**src/hw/rtl/info_frame_byte_stuffer_core_macros.svh**
```systemverilog
// Assertion macros for the info frame byte stuffer.
// Used by the front, queue, back and top modules; expects i_clk and i_rst_n in scope.
`ifndef INFO_FRAME_BYTE_STUFFER_CORE_MACROS_SVH
`define INFO_FRAME_BYTE_STUFFER_CORE_MACROS_SVH

// Antecedent implies consequent in the same cycle.
`define IFBS_ASSERT_NOW(label, ante, cons) \
    label: assert property (@(posedge i_clk) disable iff (!i_rst_n) (ante) |-> (cons)) \
        else $error("ifbs assertion failed");

// Antecedent implies consequent in the following cycle.
`define IFBS_ASSERT_NEXT(label, ante, cons) \
    label: assert property (@(posedge i_clk) disable iff (!i_rst_n) (ante) |=> (cons)) \
        else $error("ifbs assertion failed");

`endif

```
**src/hw/rtl/ifbs_pkg.sv**
```systemverilog
// Shared types and byte codes for the info frame byte stuffer.
// No dependencies.
package ifbs_pkg;

    localparam logic [7:0] FLAG_BYTE = 8'h7E;
    localparam logic [7:0] ESC_BYTE  = 8'h7D;
    localparam logic [7:0] ESC_FLAG  = 8'h5E;
    localparam logic [7:0] ESC_ESC   = 8'h5D;
    localparam logic [7:0] CTRL_SEQ1 = 8'h40;
    localparam logic [7:0] CTRL_SEQ0 = 8'h00;
    localparam logic       CMD_DATA  = 1'b0;
    localparam logic       CMD_END   = 1'b1;

    // One classified item, handed from front to back.
    typedef struct packed {
        logic       hdr;     // emit frame header first
        logic [7:0] addr;
        logic [7:0] ctrl;
        logic [7:0] body;    // payload byte or check byte, before stuffing
        logic       is_end;  // closing flag follows the body
    } t_job;

    typedef enum logic [2:0] {
        PH_FLAG,
        PH_ADDR,
        PH_CTRL,
        PH_HCHK,
        PH_BODY,
        PH_ESC2,
        PH_CLOSE
    } t_phase;

endpackage

```
**src/hw/rtl/ifbs_front.sv**
```systemverilog
// Front end: accepts items, tracks frame state and the running check,
// and builds job descriptors. Depends on ifbs_pkg.
`include "info_frame_byte_stuffer_core_macros.svh"

module ifbs_front (
    input  logic              i_clk,
    input  logic              i_rst_n,
    input  logic              i_accept,
    input  logic              i_command,
    input  logic [7:0]        i_data_byte,
    input  logic              i_seq_bit,
    input  logic [7:0]        i_address,
    output ifbs_pkg::t_job    o_job
);

    logic       r_open;
    logic [7:0] r_check;
    logic       n_open;
    logic [7:0] n_check;
    logic [7:0] base_check;

    always_comb begin
        base_check   = r_open ? r_check : 8'h00;
        o_job.hdr    = !r_open;
        o_job.addr   = i_address;
        o_job.ctrl   = i_seq_bit ? ifbs_pkg::CTRL_SEQ1 : ifbs_pkg::CTRL_SEQ0;
        o_job.is_end = (i_command == ifbs_pkg::CMD_END);
        n_open       = r_open;
        n_check      = r_check;
        if (i_command == ifbs_pkg::CMD_DATA) begin
            o_job.body = i_data_byte;
            if (i_accept) begin
                n_open  = 1'b1;
                n_check = base_check ^ i_data_byte;
            end
        end else begin
            o_job.body = base_check;
            if (i_accept) begin
                n_open  = 1'b0;
                n_check = 8'h00;
            end
        end
    end

    always_ff @(posedge i_clk) begin
        if (!i_rst_n) begin
            r_open  <= 1'b0;
            r_check <= 8'h00;
        end else begin
            r_open  <= n_open;
            r_check <= n_check;
        end
    end

    // Check is cleared whenever no frame is open.
    `IFBS_ASSERT_NOW(a_check_clear_idle, !r_open, r_check == 8'h00)

endmodule

```
**src/hw/rtl/ifbs_queue.sv**
```systemverilog
// Small job queue between front and back.
// Depends on ifbs_pkg.
`include "info_frame_byte_stuffer_core_macros.svh"

module ifbs_queue #(
    parameter int DEPTH = 4
) (
    input  logic              i_clk,
    input  logic              i_rst_n,
    input  logic              i_push,
    input  ifbs_pkg::t_job    i_job,
    output logic              o_full,
    input  logic              i_pop,
    output logic              o_valid,
    output ifbs_pkg::t_job    o_job
);

    localparam int AW = (DEPTH > 1) ? $clog2(DEPTH) : 1;
    localparam int CW = $clog2(DEPTH + 1);

    ifbs_pkg::t_job r_mem [DEPTH];
    logic [AW-1:0]  r_wr;
    logic [AW-1:0]  r_rd;
    logic [CW-1:0]  r_count;

    assign o_full  = (r_count == CW'(DEPTH));
    assign o_valid = (r_count != '0);
    assign o_job   = r_mem[r_rd];

    always_ff @(posedge i_clk) begin
        if (i_push) begin
            r_mem[r_wr] <= i_job;
        end
    end

    always_ff @(posedge i_clk) begin
        if (!i_rst_n) begin
            r_wr    <= '0;
            r_rd    <= '0;
            r_count <= '0;
        end else begin
            if (i_push) begin
                r_wr <= (r_wr == AW'(DEPTH - 1)) ? '0 : r_wr + 1'b1;
            end
            if (i_pop) begin
                r_rd <= (r_rd == AW'(DEPTH - 1)) ? '0 : r_rd + 1'b1;
            end
            if (i_push && !i_pop) begin
                r_count <= r_count + 1'b1;
            end else if (!i_push && i_pop) begin
                r_count <= r_count - 1'b1;
            end
        end
    end

    // Pop only with something stored, push only with room.
    `IFBS_ASSERT_NOW(a_pop_nonempty, i_pop, r_count != '0)
    `IFBS_ASSERT_NOW(a_push_room, i_push, r_count != CW'(DEPTH))

endmodule

```
**src/hw/rtl/ifbs_back.sv**
```systemverilog
// Back end: walks each job through header if set, stuffed body, closing flag if end,
// one byte a cycle into the output register unless stalled. Depends on ifbs_pkg.
`include "info_frame_byte_stuffer_core_macros.svh"

module ifbs_back (
    input  logic              i_clk,
    input  logic              i_rst_n,
    input  logic              i_job_valid,
    input  ifbs_pkg::t_job    i_job,
    output logic              o_pop,
    output logic              o_out_valid,
    input  logic              i_out_stall,
    output logic [7:0]        o_out_byte,
    output logic              o_last_of_run,
    output logic              o_frame_done
);

    ifbs_pkg::t_phase r_phase;
    ifbs_pkg::t_phase n_phase;
    ifbs_pkg::t_phase cur;
    logic             r_valid;
    logic [7:0]       r_byte;
    logic             r_last;
    logic             r_done;
    logic             load;
    logic [7:0]       emit_byte;
    logic             emit_last;
    logic             emit_done;
    logic             body_esc;

    assign load     = i_job_valid && (!r_valid || !i_out_stall);
    assign body_esc = (i_job.body == ifbs_pkg::FLAG_BYTE) ||
                      (i_job.body == ifbs_pkg::ESC_BYTE);

    always_comb begin
        // Jobs without a header start straight at the body.
        cur = (r_phase == ifbs_pkg::PH_FLAG && !i_job.hdr) ? ifbs_pkg::PH_BODY : r_phase;
        emit_byte = ifbs_pkg::FLAG_BYTE;
        emit_last = 1'b0;
        emit_done = 1'b0;
        n_phase   = cur;
        case (cur)
            ifbs_pkg::PH_FLAG: begin
                emit_byte = ifbs_pkg::FLAG_BYTE;
                n_phase   = ifbs_pkg::PH_ADDR;
            end
            ifbs_pkg::PH_ADDR: begin
                emit_byte = i_job.addr;
                n_phase   = ifbs_pkg::PH_CTRL;
            end
            ifbs_pkg::PH_CTRL: begin
                emit_byte = i_job.ctrl;
                n_phase   = ifbs_pkg::PH_HCHK;
            end
            ifbs_pkg::PH_HCHK: begin
                emit_byte = i_job.addr ^ i_job.ctrl;
                n_phase   = ifbs_pkg::PH_BODY;
            end
            ifbs_pkg::PH_BODY: begin
                if (body_esc) begin
                    emit_byte = ifbs_pkg::ESC_BYTE;
                    n_phase   = ifbs_pkg::PH_ESC2;
                end else begin
                    emit_byte = i_job.body;
                    emit_last = !i_job.is_end;
                    n_phase   = i_job.is_end ? ifbs_pkg::PH_CLOSE : ifbs_pkg::PH_FLAG;
                end
            end
            ifbs_pkg::PH_ESC2: begin
                emit_byte = (i_job.body == ifbs_pkg::FLAG_BYTE) ? ifbs_pkg::ESC_FLAG
                                                                : ifbs_pkg::ESC_ESC;
                emit_last = !i_job.is_end;
                n_phase   = i_job.is_end ? ifbs_pkg::PH_CLOSE : ifbs_pkg::PH_FLAG;
            end
            ifbs_pkg::PH_CLOSE: begin
                emit_byte = ifbs_pkg::FLAG_BYTE;
                emit_last = 1'b1;
                emit_done = 1'b1;
                n_phase   = ifbs_pkg::PH_FLAG;
            end
            default: begin
                n_phase = ifbs_pkg::PH_FLAG;
            end
        endcase
        if (!load) begin
            n_phase = r_phase;
        end
    end

    assign o_pop = load && emit_last;

    always_ff @(posedge i_clk) begin
        if (!i_rst_n) begin
            r_phase <= ifbs_pkg::PH_FLAG;
            r_valid <= 1'b0;
        end else begin
            r_phase <= n_phase;
            if (load) begin
                r_valid <= 1'b1;
            end else if (!i_out_stall) begin
                r_valid <= 1'b0;
            end
        end
    end

    always_ff @(posedge i_clk) begin
        if (load) begin
            r_byte <= emit_byte;
            r_last <= emit_last;
            r_done <= emit_done;
        end
    end

    assign o_out_valid   = r_valid;
    assign o_out_byte    = r_byte;
    assign o_last_of_run = r_last;
    assign o_frame_done  = r_done;

    // Second half of an escape always follows the escape byte.
    `IFBS_ASSERT_NOW(a_esc_pair, r_phase == ifbs_pkg::PH_ESC2,
                     r_valid && r_byte == ifbs_pkg::ESC_BYTE)
    // Closing flag is the last byte of its item.
    `IFBS_ASSERT_NOW(a_done_is_last, r_valid && r_done,
                     r_last && r_byte == ifbs_pkg::FLAG_BYTE)

endmodule

```
**src/hw/rtl/info_frame_byte_stuffer_core.sv**
```systemverilog
// Top level of the info frame byte stuffer: front, job queue and back.
// Depends on ifbs_pkg, ifbs_front, ifbs_queue and ifbs_back.
//
// Usage:
//   Input channel (i_in_valid / o_in_stall) takes one item per cycle unless
//   stalled: a payload byte (i_command = 0) or an end of frame (i_command = 1).
//   The first item of a frame also samples i_seq_bit for the control byte.
//   Output channel (o_out_valid / i_out_stall) gives one framed, stuffed byte
//   per cycle unless stalled; o_last_of_run marks the last byte an item
//   caused, o_frame_done the closing flag.
//   Config channel (i_cfg_valid / o_cfg_ready) writes the address byte; it is
//   always ready and is meant to be written between frames.
// Timing:
//   First byte of an item passes through the job queue and then the output
//   register. The back end emits one byte a cycle while the output is not
//   stalled; an item makes 1 to 3 bytes inside a frame, up to 6 when a header
//   comes first. The front takes one item a cycle until the job queue
//   (QUEUE_DEPTH entries) fills; then o_in_stall rises.
// Reset and stall:
//   Reset closes any frame, clears the check, empties the queue and sets the
//   address to 3. A stall on the output holds the output byte; the queue keeps
//   taking items until full.
`include "info_frame_byte_stuffer_core_macros.svh"

module info_frame_byte_stuffer_core #(
    parameter int QUEUE_DEPTH = 4
) (
    input  logic       i_clk,
    input  logic       i_rst_n,
    // input items
    input  logic       i_in_valid,
    output logic       o_in_stall,
    input  logic       i_command,
    input  logic [7:0] i_data_byte,
    input  logic       i_seq_bit,
    // output items
    output logic       o_out_valid,
    input  logic       i_out_stall,
    output logic [7:0] o_out_byte,
    output logic       o_last_of_run,
    output logic       o_frame_done,
    // address register write
    input  logic       i_cfg_valid,
    output logic       o_cfg_ready,
    input  logic [7:0] i_cfg_data
);

    logic           r_address;
    logic [7:0]     r_addr_byte;
    logic           in_accept;
    logic           q_full;
    logic           q_valid;
    logic           q_pop;
    ifbs_pkg::t_job front_job;
    ifbs_pkg::t_job head_job;

    assign o_cfg_ready = 1'b1;
    assign o_in_stall  = q_full;
    assign in_accept   = i_in_valid && !q_full;

    // Address register; r_address flags that a write has been seen since reset.
    always_ff @(posedge i_clk) begin
        if (!i_rst_n) begin
            r_addr_byte <= 8'h03;
            r_address   <= 1'b0;
        end else if (i_cfg_valid && o_cfg_ready) begin
            r_addr_byte <= i_cfg_data;
            r_address   <= 1'b1;
        end
    end

    ifbs_front u_front (
        .i_clk       (i_clk),
        .i_rst_n     (i_rst_n),
        .i_accept    (in_accept),
        .i_command   (i_command),
        .i_data_byte (i_data_byte),
        .i_seq_bit   (i_seq_bit),
        .i_address   (r_addr_byte),
        .o_job       (front_job)
    );

    ifbs_queue #(
        .DEPTH (QUEUE_DEPTH)
    ) u_queue (
        .i_clk   (i_clk),
        .i_rst_n (i_rst_n),
        .i_push  (in_accept),
        .i_job   (front_job),
        .o_full  (q_full),
        .i_pop   (q_pop),
        .o_valid (q_valid),
        .o_job   (head_job)
    );

    ifbs_back u_back (
        .i_clk         (i_clk),
        .i_rst_n       (i_rst_n),
        .i_job_valid   (q_valid),
        .i_job         (head_job),
        .o_pop         (q_pop),
        .o_out_valid   (o_out_valid),
        .i_out_stall   (i_out_stall),
        .o_out_byte    (o_out_byte),
        .o_last_of_run (o_last_of_run),
        .o_frame_done  (o_frame_done)
    );

    // Address holds its reset value until the first write.
    `IFBS_ASSERT_NOW(a_addr_reset, !r_address, r_addr_byte == 8'h03)

endmodule
```
**config.mk**
```make
export PLATFORM = sky130hd
export DESIGN_NAME = info_frame_byte_stuffer_core
export DESIGN_NICKNAME = d
export VERILOG_FILES = /design/src/hw/rtl/ifbs_pkg.sv /design/src/hw/rtl/ifbs_front.sv /design/src/hw/rtl/ifbs_queue.sv /design/src/hw/rtl/ifbs_back.sv /design/src/hw/rtl/info_frame_byte_stuffer_core.sv
export VERILOG_INCLUDE_DIRS = /design/src /design/src/hw/rtl
export SDC_FILE = /design/constraint.sdc
export NUM_CORES = 1
export LEC_CHECK = 0
export BUFFER_PORTS_ARGS = -buffer_cell sky130_fd_sc_hd__buf_2
export CAP_MARGIN = 10
export CORE_ASPECT_RATIO = 0.6
export CORE_MARGIN = 4
export CORE_UTILIZATION = 50
export CTS_CLUSTER_DIAMETER = 50
export DETAILED_ROUTE_END_ITERATION = 6
export PLACE_DENSITY_LB_ADDON = 0.15
export SLEW_MARGIN = 20
export SYNTH_ARGS = -nofsm -noshare
export SYNTH_HDL_FRONTEND = slang
export SYNTH_SLANG_ARGS = --single-unit
```
**constraint.sdc**
```tcl
create_clock -name i_clk -period 3.1 [get_ports i_clk]
set_input_delay 0.155 -clock i_clk [delete_from_list [all_inputs] [get_ports i_clk]]
set_output_delay 0.155 -clock i_clk [all_outputs]
set_load 0.03 [all_outputs]
```
==> metrics <==
P&R area growth vs syn 21.4%; ant diodes 0; dpl hpwl 6840 um; CP Depth 11; routed via count 3091; sequential fraction of design power 39.0%; RSZ-0062 raised after global routing false; Critical Path AT 3270 ps; Top FF cell, synth edfxtp_1; dpl cells 518; sequential element share of the synthesized area 64.0%; Wirelength per Cell 18.2 um; GRT Overall Usage 19.1%; Comb pwr share 24.4%; Critical Path RT 3440 ps; Net Sw Power 1.61 mW; Final Max Tran Viols 0; GRT overflow 0; Cell Count, Final, Fillers Out 560; final number of setup-violating endpoints 0; Via density 5.52; initial antenna violation count 0; clock share of power 36.5%; final WL 10200 um; worst slack at placement -52.1 ps; Final Skew 7.92 ps; layout cell share with drive strength beyond 1 24.0%; Tmin final 2930 ps; die area 11700 um2; Sequential Area 3190 um2; CTS clk-pin slew, worst paths 50 ps; die width 137 um; Switching Share 30.1%; CP Max Fanout 6; number of global-route vias before repair 2946; Seq cells post-synth 116; Syn Nets 388; Top delay family on crit path multiplexers; Slew headroom 43.6%; number of port buffers 34; FF-to-FF End u_queue.r_count[2]$_SDFFE_PN0P_; maxcap violations 0; CTS Sinks 116; reg2reg setup slack 170 ps; min-delay worst type in -> reg; fill cell count 682; clk_lat worst skew 410 ps; Critical Path Sink Type register; multi-input logic area 1590 um2; Util after Layout 64.1%; Die Y 85.2 um; critical path class reg -> reg; Cell variety after synth 49; Final #Nets 447; Synth async-reset ratio 0%; leak pwr 2.22 nW; critical path buffer and inverter count 2; worst slew pin tran 844 ps; most used cell, CP inv_1; fin worst setup slack 171 ps; Synth Cell Area 4970 um2; ANT nets after route 0; Max VDD drop 692 uV; CP Capture Point u_queue.r_count[2]$_SDFFE_PN0P_; IO Count 36; post-synthesis cell count 358; CP Cell Sequence mux4_2, xor2_2, nand3_4, a32o_2, inv_1, ha_2, inv_1, fa_2, xor2_1, or3_1, a21oi_1; crit start category register; # DRC 0; final-report hold violation count 0; CP max stage cell mux4_2; internal power 3.74 mW; Starting DRT DRC Count 306; FF-to-FF path depth 11; clock tree buffer depth 2; clock root cell clkbuf_16; outcome complete, no violations; largest net degree at the start of global routing 30; Max Clock Freq 341 MHz; First-pass DRT Iterations 5; first-pass GRT wire length 16400 um; Power Density 885 nW/um2; CTS Buf Count 17; TritonCTS clock tree yes; htree depth 4; Min Hold Slack 102 ps; initial cell density of the core 52.8%; Post-synth EDFFs 86; Core Area 9430 um2; Yosys warnings 0; floorplan row count 27; Post-Syn Area per Cell 13.9 um2; GPL Wtd Cong 0.960; Final period util 94.5%; CP max stage delay 590 ps
cells in the mapped netlist (2+ instances only):
cell      count  area [um2]
or3_1         2        12.5
nor3_1        4        20.0
buf_2         2        10.0
clkbuf_1     13        48.8
a31oi_1      11        68.8
ha_1          6        75.1
inv_1        29         109
a22oi_1       3        22.5
a21oi_1      10        50.1
mux4_1        5         131
xor2_1        2        17.5
nand2_1      13        48.8
o21ai_0      15        75.1
a32o_1        2        20.0
dfxtp_1      30         601
o22ai_1       9        56.3
mux4_2       14         315
nand2b_1      3        18.8
edfxtp_1     86        2580
nand3_1      13        65.1
o221ai_1      2        17.5
and3_1        3        18.8
and2_1       12        75.1
buf_6         2        22.5
mux2i_1      12         120
xnor2_1       8        70.1
nor2_1       25        93.8
cell usage in the layout (no fill, tap or decap), types with 8 or more instances in the layout:
cell type / netlist / layout
dfxtp_1: 30 / 28
o21ai_0: 15 / 15
a31oi_1: 11 / 11
inv_1: 29 / 29
buf_2: 2 / 34
mux4_2: 14 / 14
a21oi_1: 10 / 10
buf_4: 1 / 14
xnor2_1: 8 / 8
clkbuf_16: 0 / 17
and2_1: 12 / 12
nand3_1: 13 / 13
edfxtp_1: 86 / 86
dlygate4sd3_1: 0 / 10
mux2i_1: 12 / 12
o22ai_1: 9 / 9
nor2_1: 25 / 25
nand2_1: 13 / 13
stage by stage:
step	power (mW)	area (um2)	TNS [ps]
floorplan	3.01	4970	0
global placement	3.35	5320	0
detailed placement	3.40	5320	-52.1
CTS	5.37	6030	0
global route	5.61	6040	0
finish	5.35	6040	0
power groups by stage:
stage / Combinational [mW] / Sequential (mW) / Clock (mW)
global placement: 1.25 / 2.11 / 0
finish: 1.31 / 2.09 / 1.95
detailed placement: 1.28 / 2.12 / 0
global route: 1.44 / 2.12 / 2.06
floorplan: 0.795 / 2.21 / 0
CTS: 1.30 / 2.09 / 1.99
area by class of cell:
class                   instances  share of cell area [%]
clock buffers                  18                    7.27
multi-input cells             193                    26.3
flip-flops and latches        116                    52.8
inverters                      30                    1.86
repair buffers                 59                    6.40
well taps                     130                    2.69
clock inverters                14                    2.67
layer usage:
layer	up-vias	global-route usage [%]	wire length (um)	part of all wire, %
met2	104	24.8	4190	41
met3	13	5.09	615	6.0
met5	-	0	0	0
met1	1516	30.4	5270	52
met4	0	7.04	139	1.4
li1	1458	-	-	-
worst min-delay path by stage:
stage | cells past startpoint | slack (ps) | to | from
3_5_place_dp | 3 | 380 | r_addr_byte[1]$_SDFFE_PN1P_ | i_cfg_data[1]
6_report | 2 | 100 | r_addr_byte[1]$_SDFFE_PN1P_ | i_rst_n
5_1_grt | 2 | 100 | r_addr_byte[1]$_SDFFE_PN1P_ | i_rst_n
4_1_cts | 2 | 80 | r_addr_byte[1]$_SDFFE_PN1P_ | i_rst_n
3_3_place_gp | 3 | 370 | r_addr_byte[0]$_SDFFE_PN1P_ | i_cfg_data[0]
2_1_floorplan | 0 | 250 | u_queue.r_mem[0][0]$_DFFE_PP_ | i_command
cell families (layout without fill, tap and decap cells):
| group | after synthesis | in the layout | synth area share [%] |
|---|---|---|---|
| flip-flops | 116 | 116 | 64.0 |
| AND/OR/NAND/NOR | 82 | 82 | 8.56 |
| AO/OA/AOI/OAI | 61 | 61 | 7.80 |
| buffers and inverters | 49 | 121 | 4.15 |
| multiplexers | 31 | 31 | 11.4 |
| XOR/XNOR | 11 | 11 | 2.09 |
| adder cells (fa/ha/maj) | 7 | 7 | 1.91 |
| other | 1 | 1 | 0.0754 |
state kept, by name, summed over array words and instances, names as in the netlist, named ones only:
register and count:
u_back.o_last_of_run 1, r_addr_byte 8, u_queue.r_rd 2, u_back.o_frame_done 1, u_front.r_check 8, u_back.o_out_byte 8
u_queue.r_mem 76, u_back.o_out_valid 1, u_back.r_phase 3, u_queue.r_wr 2, u_front.r_open 1, u_queue.r_count 3
timing repair:
item,CTS,global route
endpoints found under the hold margin,13,0
setup endpoints to repair,1,1
hold buffers,10,0
gates cloned,0,0
setup buffers,0,0
pin swaps,0,1
gates resized for setup,1,5
(Power assumes the default switching activity.)
